[config.mk]
export PLATFORM = sky130hd
export DESIGN_NAME = door_ambient_light_controller
export DESIGN_NICKNAME = d
export VERILOG_FILES = /design/src/sv/dalc_pkg.sv /design/src/sv/door_ambient_light_controller.sv /design/src/sv/dalc_cfg_regs.sv /design/src/sv/dalc_door_step.sv /design/src/sv/dalc_core.sv
export SDC_FILE = /design/constraint.sdc
export NUM_CORES = 2
export LEC_CHECK = 0
export BUFFER_PORTS_ARGS = -buffer_cell sky130_fd_sc_hd__buf_2
export CELL_PAD_IN_SITES_DETAIL_PLACEMENT = 0
export CELL_PAD_IN_SITES_GLOBAL_PLACEMENT = 2
export CORE_UTILIZATION = 39
export CTS_CLUSTER_SIZE = 8
export DETAILED_ROUTE_END_ITERATION = 6
export GPL_TIMING_DRIVEN = 0
export PLACE_DENSITY_LB_ADDON = 0.08
export SETUP_SLACK_MARGIN = 0.5
export SYNTH_ARGS = -nofsm -noshare
export SYNTH_HDL_FRONTEND = slang
export SYNTH_SLANG_ARGS = --single-unit
[constraint.sdc]
create_clock -name clk -period 19.4 [get_ports clk]
set_input_delay 1.94 -clock clk [delete_from_list [all_inputs] [get_ports clk]]
set_output_delay 1.94 -clock clk [all_outputs]
set_load 0.02 [all_outputs]
[src/sv/dalc_pkg.sv]
// Shared types, constants and helper functions for the door ambient light controller.
// Used by every module of the block; depends on nothing else.
package dalc_pkg;

    localparam int NOW_W      = 32;
    localparam int GEAR_W     = 3;
    localparam int DOORS      = 4;
    localparam int SIDE_DOORS = 2;
    localparam int BRIGHT_W   = 8;
    localparam int SETTLE_W   = 16;
    localparam int TIME_CFG_W = 20;
    localparam int CODE_W     = 3;

    localparam int APB_DATA_W = 32;
    localparam int APB_ADDR_W = 5;

    // Reset values of the configuration registers.
    localparam logic [GEAR_W-1:0]     PARK_RST   = 3'd1;
    localparam logic [SETTLE_W-1:0]   SETTLE_RST = 16'd1000;
    localparam logic [BRIGHT_W-1:0]   MINB_RST   = 8'hC8;
    localparam logic [TIME_CFG_W-1:0] QUIET_RST  = 20'd15000;
    localparam logic [TIME_CFG_W-1:0] SLOW_RST   = 20'd10000;
    localparam logic [TIME_CFG_W-1:0] FAST_RST   = 20'd30;

    // Register indexes; the byte address is four times the index.
    typedef enum logic [2:0] {
        REG_PARK   = 3'd0,
        REG_SETTLE = 3'd1,
        REG_MINB   = 3'd2,
        REG_QUIET  = 3'd3,
        REG_SLOW   = 3'd4,
        REG_FAST   = 3'd5
    } reg_idx_t;

    // Door mode codes as they appear on the result.
    localparam logic [CODE_W-1:0] MODE_SETTLING   = 3'd0;
    localparam logic [CODE_W-1:0] MODE_IDLE       = 3'd1;
    localparam logic [CODE_W-1:0] MODE_OPENED     = 3'd2;
    localparam logic [CODE_W-1:0] MODE_DOOR_WAIT  = 3'd3;
    localparam logic [CODE_W-1:0] MODE_WAIT       = 3'd4;
    localparam logic [CODE_W-1:0] MODE_BLIND      = 3'd5;
    localparam logic [CODE_W-1:0] MODE_TURN       = 3'd6;
    localparam logic [CODE_W-1:0] MODE_TURN_BLIND = 3'd7;

    // Door light state, held one-hot.
    typedef enum logic [7:0] {
        ST_SETTLING   = 8'b0000_0001,
        ST_IDLE       = 8'b0000_0010,
        ST_OPENED     = 8'b0000_0100,
        ST_DOOR_WAIT  = 8'b0000_1000,
        ST_WAIT       = 8'b0001_0000,
        ST_BLIND      = 8'b0010_0000,
        ST_TURN       = 8'b0100_0000,
        ST_TURN_BLIND = 8'b1000_0000
    } door_state_t;

    typedef struct packed {
        logic [GEAR_W-1:0]     park_gear_code;
        logic [SETTLE_W-1:0]   settle_time_ms;
        logic [BRIGHT_W-1:0]   min_brightness;
        logic [TIME_CFG_W-1:0] quiet_age_ms;
        logic [TIME_CFG_W-1:0] slow_interval_ms;
        logic [TIME_CFG_W-1:0] fast_interval_ms;
    } cfg_t;

    typedef struct packed {
        logic [NOW_W-1:0]    now_ms;
        logic [GEAR_W-1:0]   gear;
        logic [DOORS-1:0]    doors_ajar;
        logic                display_on;
        logic                blind_right;
        logic                blind_left;
        logic                turn_right;
        logic                turn_left;
        logic [BRIGHT_W-1:0] brightness_in;
    } in_item_t;

    typedef struct packed {
        logic [CODE_W-1:0]   door0_mode;
        logic [CODE_W-1:0]   door1_mode;
        logic [CODE_W-1:0]   door2_mode;
        logic [CODE_W-1:0]   door3_mode;
        logic [BRIGHT_W-1:0] light_level;
        logic                footwell_lit;
        logic [NOW_W-1:0]    youngest_age_ms;
        logic                send_now;
    } out_item_t;

    // Outcome of one door's rule pass.
    typedef struct packed {
        door_state_t      state;
        logic             restamp;
        logic             changed;
        logic [NOW_W-1:0] age;
    } door_upd_t;

    // Status of the send bookkeeping, seen by the top level.
    typedef struct packed {
        logic             change_pending;
        logic [NOW_W-1:0] last_send_ms;
    } send_stat_t;

    function automatic logic [CODE_W-1:0] mode_code(door_state_t s);
        logic [CODE_W-1:0] c;
        unique case (s)
            ST_SETTLING:   c = MODE_SETTLING;
            ST_IDLE:       c = MODE_IDLE;
            ST_OPENED:     c = MODE_OPENED;
            ST_DOOR_WAIT:  c = MODE_DOOR_WAIT;
            ST_WAIT:       c = MODE_WAIT;
            ST_BLIND:      c = MODE_BLIND;
            ST_TURN:       c = MODE_TURN;
            ST_TURN_BLIND: c = MODE_TURN_BLIND;
            default:       c = MODE_SETTLING;
        endcase
        return c;
    endfunction

endpackage

[src/sv/door_ambient_light_controller.sv]
// Top level of the door ambient light controller: handshakes, input and result registers.
// Depends on dalc_pkg, dalc_cfg_regs and dalc_core.
//
//  Channel   Handshake           Payload                      Direction
//  in        in_valid/in_stall   in_data (in_item_t)          sample into the block
//  out       out_valid/out_stall out_data (out_item_t)        result out of the block
//  config    APB psel/penable    paddr/pwdata/prdata, pready  register access
//
// One transaction per cycle unless out_stall holds it: a sample is registered at its accepting
// edge, the door, brightness and send update runs in one pass from that register, and the
// result register loads from that pass when it is free, and out_valid is driven by it.
// Reset brings all doors to settling with zero stamps, a pending change and register defaults.
// A stalled result holds in the result register while the input register takes one more
// transaction; in_stall rises only when both registers are full and out_stall is high.
module door_ambient_light_controller
    import dalc_pkg::*;
(
    input  logic                  clk,
    input  logic                  rst_n,
    input  logic                  in_valid,
    output logic                  in_stall,
    input  in_item_t              in_data,
    output logic                  out_valid,
    input  logic                  out_stall,
    output out_item_t             out_data,
    input  logic                  psel,
    input  logic                  penable,
    input  logic                  pwrite,
    input  logic [APB_ADDR_W-1:0] paddr,
    input  logic [APB_DATA_W-1:0] pwdata,
    output logic [APB_DATA_W-1:0] prdata,
    output logic                  pready
);

    cfg_t       cfg;
    send_stat_t stat;
    out_item_t  result;

    logic       stage_valid_reg;
    logic       stage_valid_next;
    in_item_t   stage_reg;
    logic       out_valid_reg;
    logic       out_valid_next;
    out_item_t  out_reg;

    logic       in_fire;
    logic       advance;

    dalc_cfg_regs u_cfg (
        .clk     (clk),
        .rst_n   (rst_n),
        .psel    (psel),
        .penable (penable),
        .pwrite  (pwrite),
        .paddr   (paddr),
        .pwdata  (pwdata),
        .prdata  (prdata),
        .pready  (pready),
        .cfg     (cfg)
    );

    dalc_core u_core (
        .clk    (clk),
        .rst_n  (rst_n),
        .cfg    (cfg),
        .item   (stage_reg),
        .fire   (advance),
        .result (result),
        .stat   (stat)
    );

    // The sample in the input register is processed when the result register is free
    // or is handing over its transaction in this same cycle.
    assign advance  = stage_valid_reg && (!out_valid_reg || !out_stall);
    assign in_stall = stage_valid_reg && !advance;
    assign in_fire  = in_valid && !in_stall;

    assign stage_valid_next = in_fire || (stage_valid_reg && !advance);
    assign out_valid_next   = advance || (out_valid_reg && out_stall);

    assign out_valid = out_valid_reg;
    assign out_data  = out_reg;

    always_ff @(posedge clk or negedge rst_n)
    begin
        if (!rst_n)
        begin
            stage_valid_reg <= 1'b0;
            out_valid_reg   <= 1'b0;
        end
        else
        begin
            stage_valid_reg <= stage_valid_next;
            out_valid_reg   <= out_valid_next;
        end
    end

    // Payload registers load only on a transfer, so they need no reset.
    always_ff @(posedge clk)
    begin
        if (in_fire)
        begin
            stage_reg <= in_data;
        end
        if (advance)
        begin
            out_reg <= result;
        end
    end

`ifndef SYNTHESIS
    // The input side only stalls while a sample is waiting in the input register.
    a_stall_needs_stage: assert property (@(posedge clk) disable iff (!rst_n)
        in_stall |-> stage_valid_reg)
        else $error("input stalled with an empty input register");

    // A processed sample always shows up as a result on the next edge.
    a_advance_loads_out: assert property (@(posedge clk) disable iff (!rst_n)
        advance |=> out_valid)
        else $error("processed sample did not reach the result register");

    // A send clears the pending change and records the sample time.
    a_send_clears: assert property (@(posedge clk) disable iff (!rst_n)
        (advance && result.send_now)
        |=> (!stat.change_pending && stat.last_send_ms == $past(stage_reg.now_ms)))
        else $error("send did not clear the pending change or the send time");

    // With any door open the light level never drops below the floor.
    a_floor_applied: assert property (@(posedge clk) disable iff (!rst_n)
        (advance && stage_reg.doors_ajar != '0)
        |=> (out_data.light_level >= cfg.min_brightness))
        else $error("brightness floor not applied with a door open");
`endif

endmodule

[src/sv/dalc_cfg_regs.sv]
// Configuration register file behind the APB-style port.
// Depends on dalc_pkg for the register indexes, widths and reset values.
module dalc_cfg_regs
    import dalc_pkg::*;
(
    input  logic                  clk,
    input  logic                  rst_n,
    input  logic                  psel,
    input  logic                  penable,
    input  logic                  pwrite,
    input  logic [APB_ADDR_W-1:0] paddr,
    input  logic [APB_DATA_W-1:0] pwdata,
    output logic [APB_DATA_W-1:0] prdata,
    output logic                  pready,
    output cfg_t                  cfg
);

    cfg_t     cfg_reg;
    cfg_t     cfg_next;
    reg_idx_t idx;
    logic     wr_en;

    assign pready = 1'b1;
    assign wr_en  = psel & penable & pwrite;
    assign idx    = reg_idx_t'(paddr[APB_ADDR_W-1:2]);
    assign cfg    = cfg_reg;

    always_comb
    begin
        cfg_next = cfg_reg;
        if (wr_en)
        begin
            unique case (idx)
                REG_PARK:   cfg_next.park_gear_code   = pwdata[GEAR_W-1:0];
                REG_SETTLE: cfg_next.settle_time_ms   = pwdata[SETTLE_W-1:0];
                REG_MINB:   cfg_next.min_brightness   = pwdata[BRIGHT_W-1:0];
                REG_QUIET:  cfg_next.quiet_age_ms     = pwdata[TIME_CFG_W-1:0];
                REG_SLOW:   cfg_next.slow_interval_ms = pwdata[TIME_CFG_W-1:0];
                REG_FAST:   cfg_next.fast_interval_ms = pwdata[TIME_CFG_W-1:0];
                default:    cfg_next = cfg_reg;
            endcase
        end
    end

    always_comb
    begin
        unique case (idx)
            REG_PARK:   prdata = APB_DATA_W'(cfg_reg.park_gear_code);
            REG_SETTLE: prdata = APB_DATA_W'(cfg_reg.settle_time_ms);
            REG_MINB:   prdata = APB_DATA_W'(cfg_reg.min_brightness);
            REG_QUIET:  prdata = APB_DATA_W'(cfg_reg.quiet_age_ms);
            REG_SLOW:   prdata = APB_DATA_W'(cfg_reg.slow_interval_ms);
            REG_FAST:   prdata = APB_DATA_W'(cfg_reg.fast_interval_ms);
            default:    prdata = '0;
        endcase
    end

    always_ff @(posedge clk or negedge rst_n)
    begin
        if (!rst_n)
        begin
            cfg_reg.park_gear_code   <= PARK_RST;
            cfg_reg.settle_time_ms   <= SETTLE_RST;
            cfg_reg.min_brightness   <= MINB_RST;
            cfg_reg.quiet_age_ms     <= QUIET_RST;
            cfg_reg.slow_interval_ms <= SLOW_RST;
            cfg_reg.fast_interval_ms <= FAST_RST;
        end
        else
        begin
            cfg_reg <= cfg_next;
        end
    end

endmodule

[src/sv/dalc_door_step.sv]
// Rule pass for one door: settling, door open and wait, display, blind-spot and turn rules.
// Depends on dalc_pkg for the door state type and the update struct.
module dalc_door_step
    import dalc_pkg::*;
(
    input  door_state_t         state,
    input  logic [NOW_W-1:0]    stamp,
    input  logic [NOW_W-1:0]    now_ms,
    input  logic [SETTLE_W-1:0] settle_time_ms,
    input  logic                is_open,
    input  logic                some_open,
    input  logic                display_on,
    input  logic                side_en,
    input  logic                blind,
    input  logic                turn,
    output door_upd_t           upd
);

    door_state_t      m;
    logic             full;
    logic             sub;
    logic [NOW_W-1:0] since;

    assign since = now_ms - stamp;

    // The rules run in a fixed order, each one seeing the mode left by the one before.
    always_comb
    begin
        m    = state;
        full = 1'b0;
        sub  = 1'b0;

        if (m == ST_SETTLING && since > NOW_W'(settle_time_ms))
        begin
            m = ST_IDLE; full = 1'b1;
        end

        if (is_open && m != ST_OPENED)
        begin
            m = ST_OPENED; full = 1'b1;
        end
        if (!is_open && m == ST_OPENED)
        begin
            m = ST_SETTLING; full = 1'b1;
        end

        if (some_open)
        begin
            if (!is_open && m != ST_DOOR_WAIT)
            begin
                m = ST_DOOR_WAIT; full = 1'b1;
            end
        end
        else if (m == ST_DOOR_WAIT)
        begin
            m = ST_SETTLING; full = 1'b1;
        end

        if (!display_on)
        begin
            if (m == ST_IDLE || m == ST_SETTLING)
            begin
                m = ST_WAIT; full = 1'b1;
            end
        end
        else if (m == ST_WAIT)
        begin
            m = ST_SETTLING; full = 1'b1;
        end

        // Blind-spot and turn rules apply to the two front doors only.
        // Moving between turning and turning with blind spot keeps the entry time.
        if (side_en)
        begin
            if (blind)
            begin
                if (m == ST_IDLE)
                begin
                    m = ST_BLIND; full = 1'b1;
                end
                if (m == ST_TURN)
                begin
                    m = ST_TURN_BLIND; sub = 1'b1;
                end
            end
            else
            begin
                if (m == ST_BLIND)
                begin
                    m = ST_IDLE; full = 1'b1;
                end
                if (m == ST_TURN_BLIND)
                begin
                    m = ST_TURN; sub = 1'b1;
                end
            end
            if (turn && m == ST_IDLE)
            begin
                m = ST_TURN; full = 1'b1;
            end
            if (turn && m == ST_BLIND)
            begin
                m = ST_TURN_BLIND; sub = 1'b1;
            end
            if (!turn && m == ST_TURN)
            begin
                m = ST_IDLE; full = 1'b1;
            end
            if (!turn && m == ST_TURN_BLIND)
            begin
                m = ST_BLIND; full = 1'b1;
            end
        end
    end

    always_comb
    begin
        upd.state   = m;
        upd.restamp = full;
        upd.changed = full | sub;
        upd.age     = full ? '0 : since;
    end

endmodule

[src/sv/dalc_core.sv]
// State and single-pass update of the controller: door modes, footwell, brightness, send timer.
// Depends on dalc_pkg and instantiates dalc_door_step for each door.
module dalc_core
    import dalc_pkg::*;
(
    input  logic       clk,
    input  logic       rst_n,
    input  cfg_t       cfg,
    input  in_item_t   item,
    input  logic       fire,
    output out_item_t  result,
    output send_stat_t stat
);

    door_state_t         mode_reg   [DOORS];
    logic [NOW_W-1:0]    stamp_reg  [DOORS];
    logic [GEAR_W-1:0]   prev_gear_reg;
    logic                footwell_reg;
    logic [BRIGHT_W-1:0] bright_reg;
    logic                pending_reg;
    logic [NOW_W-1:0]    last_send_reg;

    logic                footwell_next;
    logic [BRIGHT_W-1:0] bright_next;
    logic                pending_next;

    door_upd_t           upd [DOORS];
    logic [DOORS-1:0]    blind_vec;
    logic [DOORS-1:0]    turn_vec;
    logic [DOORS-1:0]    changed_vec;
    logic [DOORS-1:0]    wait_vec;
    logic [DOORS-1:0]    idle_vec;
    logic                some_open;
    logic                pending_mid;
    logic [NOW_W-1:0]    min01;
    logic [NOW_W-1:0]    min23;
    logic [NOW_W-1:0]    min_age;
    logic [TIME_CFG_W-1:0] interval;
    logic                send;

    assign some_open = |item.doors_ajar;
    assign blind_vec = {2'b00, item.blind_left, item.blind_right};
    assign turn_vec  = {2'b00, item.turn_left, item.turn_right};

    for (genvar g = 0; g < DOORS; g++)
    begin : g_door
        dalc_door_step u_step (
            .state          (mode_reg[g]),
            .stamp          (stamp_reg[g]),
            .now_ms         (item.now_ms),
            .settle_time_ms (cfg.settle_time_ms),
            .is_open        (item.doors_ajar[g]),
            .some_open      (some_open),
            .display_on     (item.display_on),
            .side_en        (1'(g < SIDE_DOORS)),
            .blind          (blind_vec[g]),
            .turn           (turn_vec[g]),
            .upd            (upd[g])
        );
        assign changed_vec[g] = upd[g].changed;
        assign wait_vec[g]    = (upd[g].state == ST_WAIT);
        assign idle_vec[g]    = (upd[g].state == ST_IDLE);
    end

    // Footwell follows gear moves into and out of park and beyond.
    always_comb
    begin
        footwell_next = footwell_reg;
        if (prev_gear_reg != item.gear)
        begin
            if (prev_gear_reg <= cfg.park_gear_code && item.gear >= cfg.park_gear_code)
            begin
                footwell_next = 1'b0;
            end
            if (prev_gear_reg > cfg.park_gear_code && item.gear <= cfg.park_gear_code)
            begin
                footwell_next = 1'b1;
            end
        end
    end

    // A new requested brightness counts as a change before the floor is applied.
    always_comb
    begin
        bright_next = item.brightness_in;
        if ((some_open || item.gear < cfg.park_gear_code)
            && item.brightness_in < cfg.min_brightness)
        begin
            bright_next = cfg.min_brightness;
        end
    end

    assign pending_mid = pending_reg | (|changed_vec) | (bright_reg != item.brightness_in);

    assign min01   = (upd[1].age < upd[0].age) ? upd[1].age : upd[0].age;
    assign min23   = (upd[3].age < upd[2].age) ? upd[3].age : upd[2].age;
    assign min_age = (min23 < min01) ? min23 : min01;

    assign interval = (((&wait_vec) || (&idle_vec)) && min_age > NOW_W'(cfg.quiet_age_ms))
                      ? cfg.slow_interval_ms : cfg.fast_interval_ms;
    assign send = pending_mid || ((item.now_ms - last_send_reg) > NOW_W'(interval));
    assign pending_next = send ? 1'b0 : pending_mid;

    always_comb
    begin
        result.door0_mode      = mode_code(upd[0].state);
        result.door1_mode      = mode_code(upd[1].state);
        result.door2_mode      = mode_code(upd[2].state);
        result.door3_mode      = mode_code(upd[3].state);
        result.light_level     = bright_next;
        result.footwell_lit    = footwell_next;
        result.youngest_age_ms = min_age;
        result.send_now        = send;
    end

    assign stat.change_pending = pending_reg;
    assign stat.last_send_ms   = last_send_reg;

    always_ff @(posedge clk or negedge rst_n)
    begin
        if (!rst_n)
        begin
            for (int i = 0; i < DOORS; i++)
            begin
                mode_reg[i]  <= ST_SETTLING;
                stamp_reg[i] <= '0;
            end
            prev_gear_reg <= PARK_RST;
            footwell_reg  <= 1'b0;
            bright_reg    <= '0;
            pending_reg   <= 1'b1;
            last_send_reg <= '0;
        end
        else if (fire)
        begin
            for (int i = 0; i < DOORS; i++)
            begin
                mode_reg[i] <= upd[i].state;
                if (upd[i].restamp)
                begin
                    stamp_reg[i] <= item.now_ms;
                end
            end
            prev_gear_reg <= item.gear;
            footwell_reg  <= footwell_next;
            bright_reg    <= bright_next;
            pending_reg   <= pending_next;
            if (send)
            begin
                last_send_reg <= item.now_ms;
            end
        end
    end

endmodule
==> metrics.md <==
| Metric | Value |
|---|---|
| Mean area per synthesized cell | `8.44 µm²` |
| Post-synth cell types | `~120` |
| Relative slew slack | `0.141` |
| Flip-flop count of the largest register after layout | `about 130` |
| Worst-case vdd ir drop | `143 µV` |
| Via-per-instance ratio | `roughly 5.6` |
| Final cycle utilization of the critical path | `0.946` |
| Most used cell, CP | `a21oi_2` |
| Hold depth | `1` |
| Total clock sinks | `400` |
| Maximum number of pins on one net before global-route repair | `between 100 and 150` |
| Number of design rule violations left after detail routing | `0` |
| Total grt overflow | `0` |
| GRT Overall Usage | `0.285` |
| Pwr per Cell Area | `203 nW/µm²` |
| Flip-flop cell with the highest count after synthesis | `dfrtp_1` |
| Outcome | `finished clean` |
| Worst flop-to-flop path endpoint | `u_core.last_send_reg[31]$_DFFE_PN0P_` |
| Total wirelength of the detailed-routed design | `between 100000 and 150000 µm` |
| Synth-to-layout area growth | `20.8%` |
| Top cells by area, synth | `dfrtp_1, ha_1, edfxtp_1, o21ai_0, nand2_1` |
| Number of antenna violations at the first check in global routing | `4` |
| Number of clock buffers inserted by TritonCTS | `58` |
| Cells on worst reg2reg path | `96` |
| Wire length of the first global-routing pass | `187000 µm` |
| H-tree levels | `2` |
| Cell-internal power | `4070 µW` |
| Effective utilization at floorplan | `0.395` |
| Number of hold violations in the final report | `0` |
| Cell with the most instances after synthesis | `nand2_1` |
| Synth top area share | `0.195` |
| DP HPWL | `98300 µm` |
| CTS tree | `done` |
| Largest fanout on the critical path | `10` |
| Number of synthesized flops with an enable pin | `106` |
| RSZ-0062 raised after global routing | `yes` |
| Number of global-route vias before repair | `between 30000 and 40000` |
| Clock latency on the worst-skew pair | `720 ps` |
| Slack of the worst reg-to-reg path | `1050 ps` |
| Register bit total from synthesis | `400` |
| Post-Route Skew | `64.9 ps` |
| Number of DRC violations after detailed-routing iteration 0 | `~1800` |
| Clock slew at reported path FFs | `60 ps` |
| Wirelength per Cell | `22.8 µm` |
| Cell type with the highest aggregate area in the netlist | `dfrtp_1` |
| Sw power | `4170 µW` |
| Width of the die | `296 µm` |
| Number of iterations in the first detailed-routing pass | `5` |
| Net count reported at finish | `4805` |
| Count of pins over their slew limit | `0` |
| Final estimated routing congestion in global placement | `0.903` |
| Worst Hold End | `u_core.pending_reg$_DFFE_PN1P_` |
| CORE AREA | `85300 µm²` |
| Worst hold margin | `489 ps` |
| Critical Path Sink Type | `register` |
| Hold Startpoint | `u_core.pending_reg$_DFFE_PN1P_` |
| Yosys warning count | `0` |
| Slowest stage delay, CP | `620 ps` |
| Highest clock frequency the design can meet | `54.5 MHz` |
| Type of the tightest min-delay check | `register to register` |
| Most instantiated cells after synthesis | `nand2_1, ha_1, o21ai_0, inv_1, a21oi_1` |
| Die H | `296 µm` |
| CP startpoint kind | `register` |
| Antenna-violating nets left | `0` |
| Clock root buffer | `clkbuf_16` |
| Post-layout total power | `8240 µW` |
| Endpoint arrival time on the critical path | `~19000 ps` |
| Critical Path RT | `about 20000 ps` |
| Crit-path slowest cell | `a211oi_1` |
| Fraction of the core area covered by cells at the end of the flow | `0.477` |
| Switching portion of total power | `0.506` |
| Clock network fraction of design power | `0.123` |
| Fraction of registers with async set/reset | `0.735` |
| Post-route minimum period | `18350 ps` |
| Core Rows | `107` |
| Number of I/O pins | `185` |
| Max-cap check violation count | `0` |
| Overall die area | `87500 µm²` |
| Part of the total power dissipated in sequential elements | `0.155` |
| Share of post-route cells with drive strength above 1 | `0.181` |
| Total standard cell area after synthesis | `33700 µm²` |
| Cells after synthesis | `3988` |
| Start-to-end type of the worst setup path | `register to register` |
| FF-to-FF Start | `stage_reg[24]$_DFFE_PP_` |
| Slew at the pin closest to its max-slew limit | `1280 ps` |
| Leak | `0.0178 µW` |
| Number of buffers inserted by port buffering | `156` |
| Sequential element share of the synthesized area | `0.314` |
| CTS max path bufs | `3` |
| Combinational fraction of design power | `0.722` |
| Number of vias after detailed routing | `slightly above 30000` |
| Final setup vio count | `0` |
## power groups by stage
stage	sequential, µW	clock (µW)	combinational (µW)
floorplan	1310	0	3010
global placement	1290	0	4790
detailed placement	1290	0	4790
CTS	1270	1040	5340
global route	1300	1070	6400
finish	1270	1010	5950
## critical path, delay by kind of cell, from the launching register on
| kind | cells | cell delay [ps] |
|---|---|---|
| flops | 1 | 400 |
| xor+xnor | 1 | 150 |
| mux | 3 | 910 |
| fa+ha+maj | 6 | 1720 |
| simple gates | 24 | 4390 |
| buf+inv | 14 | 2060 |
| compound gates | 48 | 8500 |
## cell usage in the layout (no fill, tap or decap), types with 77 or more instances in the layout
cell,n
ha_1,344
inv_1,278
clkbuf_1,121
edfxtp_1,106
xnor2_1,77
nand3_1,90
dfrtp_1,262
nor2_1,258
o21ai_0,335
buf_2,166
buf_4,120
nand2_1,467
a21o_1,97
a21oi_1,233
mux2_2,101
## how the worst max path moves through the flow
stage | slack (ps) | startpoint | cells after the start | end
after floorplan | 1920 | stage_reg[21]$_DFFE_PP_ | 101 | u_core.last_send_reg[0]$_DFFE_PN0P_
after global placement | -7310 | stage_reg[29]$_DFFE_PP_ | 99 | u_core.last_send_reg[30]$_DFFE_PN0P_
after detailed placement | -6640 | stage_reg[29]$_DFFE_PP_ | 97 | u_core.last_send_reg[30]$_DFFE_PN0P_
after CTS | 550 | stage_reg[24]$_DFFE_PP_ | 101 | u_core.last_send_reg[31]$_DFFE_PN0P_
after global routing | 300 | stage_reg[24]$_DFFE_PP_ | 97 | u_core.last_send_reg[31]$_DFFE_PN0P_
final | 1050 | stage_reg[24]$_DFFE_PP_ | 96 | u_core.last_send_reg[31]$_DFFE_PN0P_
## what timing repair did
action                                  CTS  global route
buffers inserted                         72            43
resized for setup                       242           178
endpoints found under the setup margin   33            33
pin swaps                                60            93
cloned                                    0             3
hold buffers                              0             0
## final cells by class
cell class | count | area (µm²)
antenna | 1 | 2.50
inverter | 281 | 1060
buffer | 158 | 1070
clock inverter | 5 | 128
fill | 8438 | 44600
multi-input combinational | 3160 | 22800
clock buffer | 101 | 1640
timing repair buffer | 280 | 1970
sequential | 400 | 10600
tap | 1144 | 1430
## metrics by stage
stage	std cells	setup WS [ps]	cell area (µm²)	setup TNS, ps
after global placement	5299	-7310	35900	-240890
after floorplan	3999	1920	33700	0
final	5530	1050	40700	0
after detailed placement	5304	-6640	36100	-217960
after CTS	5482	545	39500	0
after global routing	5529	298	40700	0
## per-layer routing
metal  GRT usage  share of wire  vias up
li1            -              -    15100
met1       0.364           0.44    15000
met2       0.495           0.48      688
met3      0.0289          0.039      195
met4       0.106          0.037        4
met5           0        0.00013        -
## logic make-up after synthesis
logic type | share of synthesized area
compound gates | 0.219
xor+xnor | 0.0330
fa+ha+maj | 0.139
buf+inv | 0.0516
flops | 0.314
mux | 0.0527
other cells | 0.000223
simple gates | 0.190
Note: power is estimated with default switching activity, not from simulation.
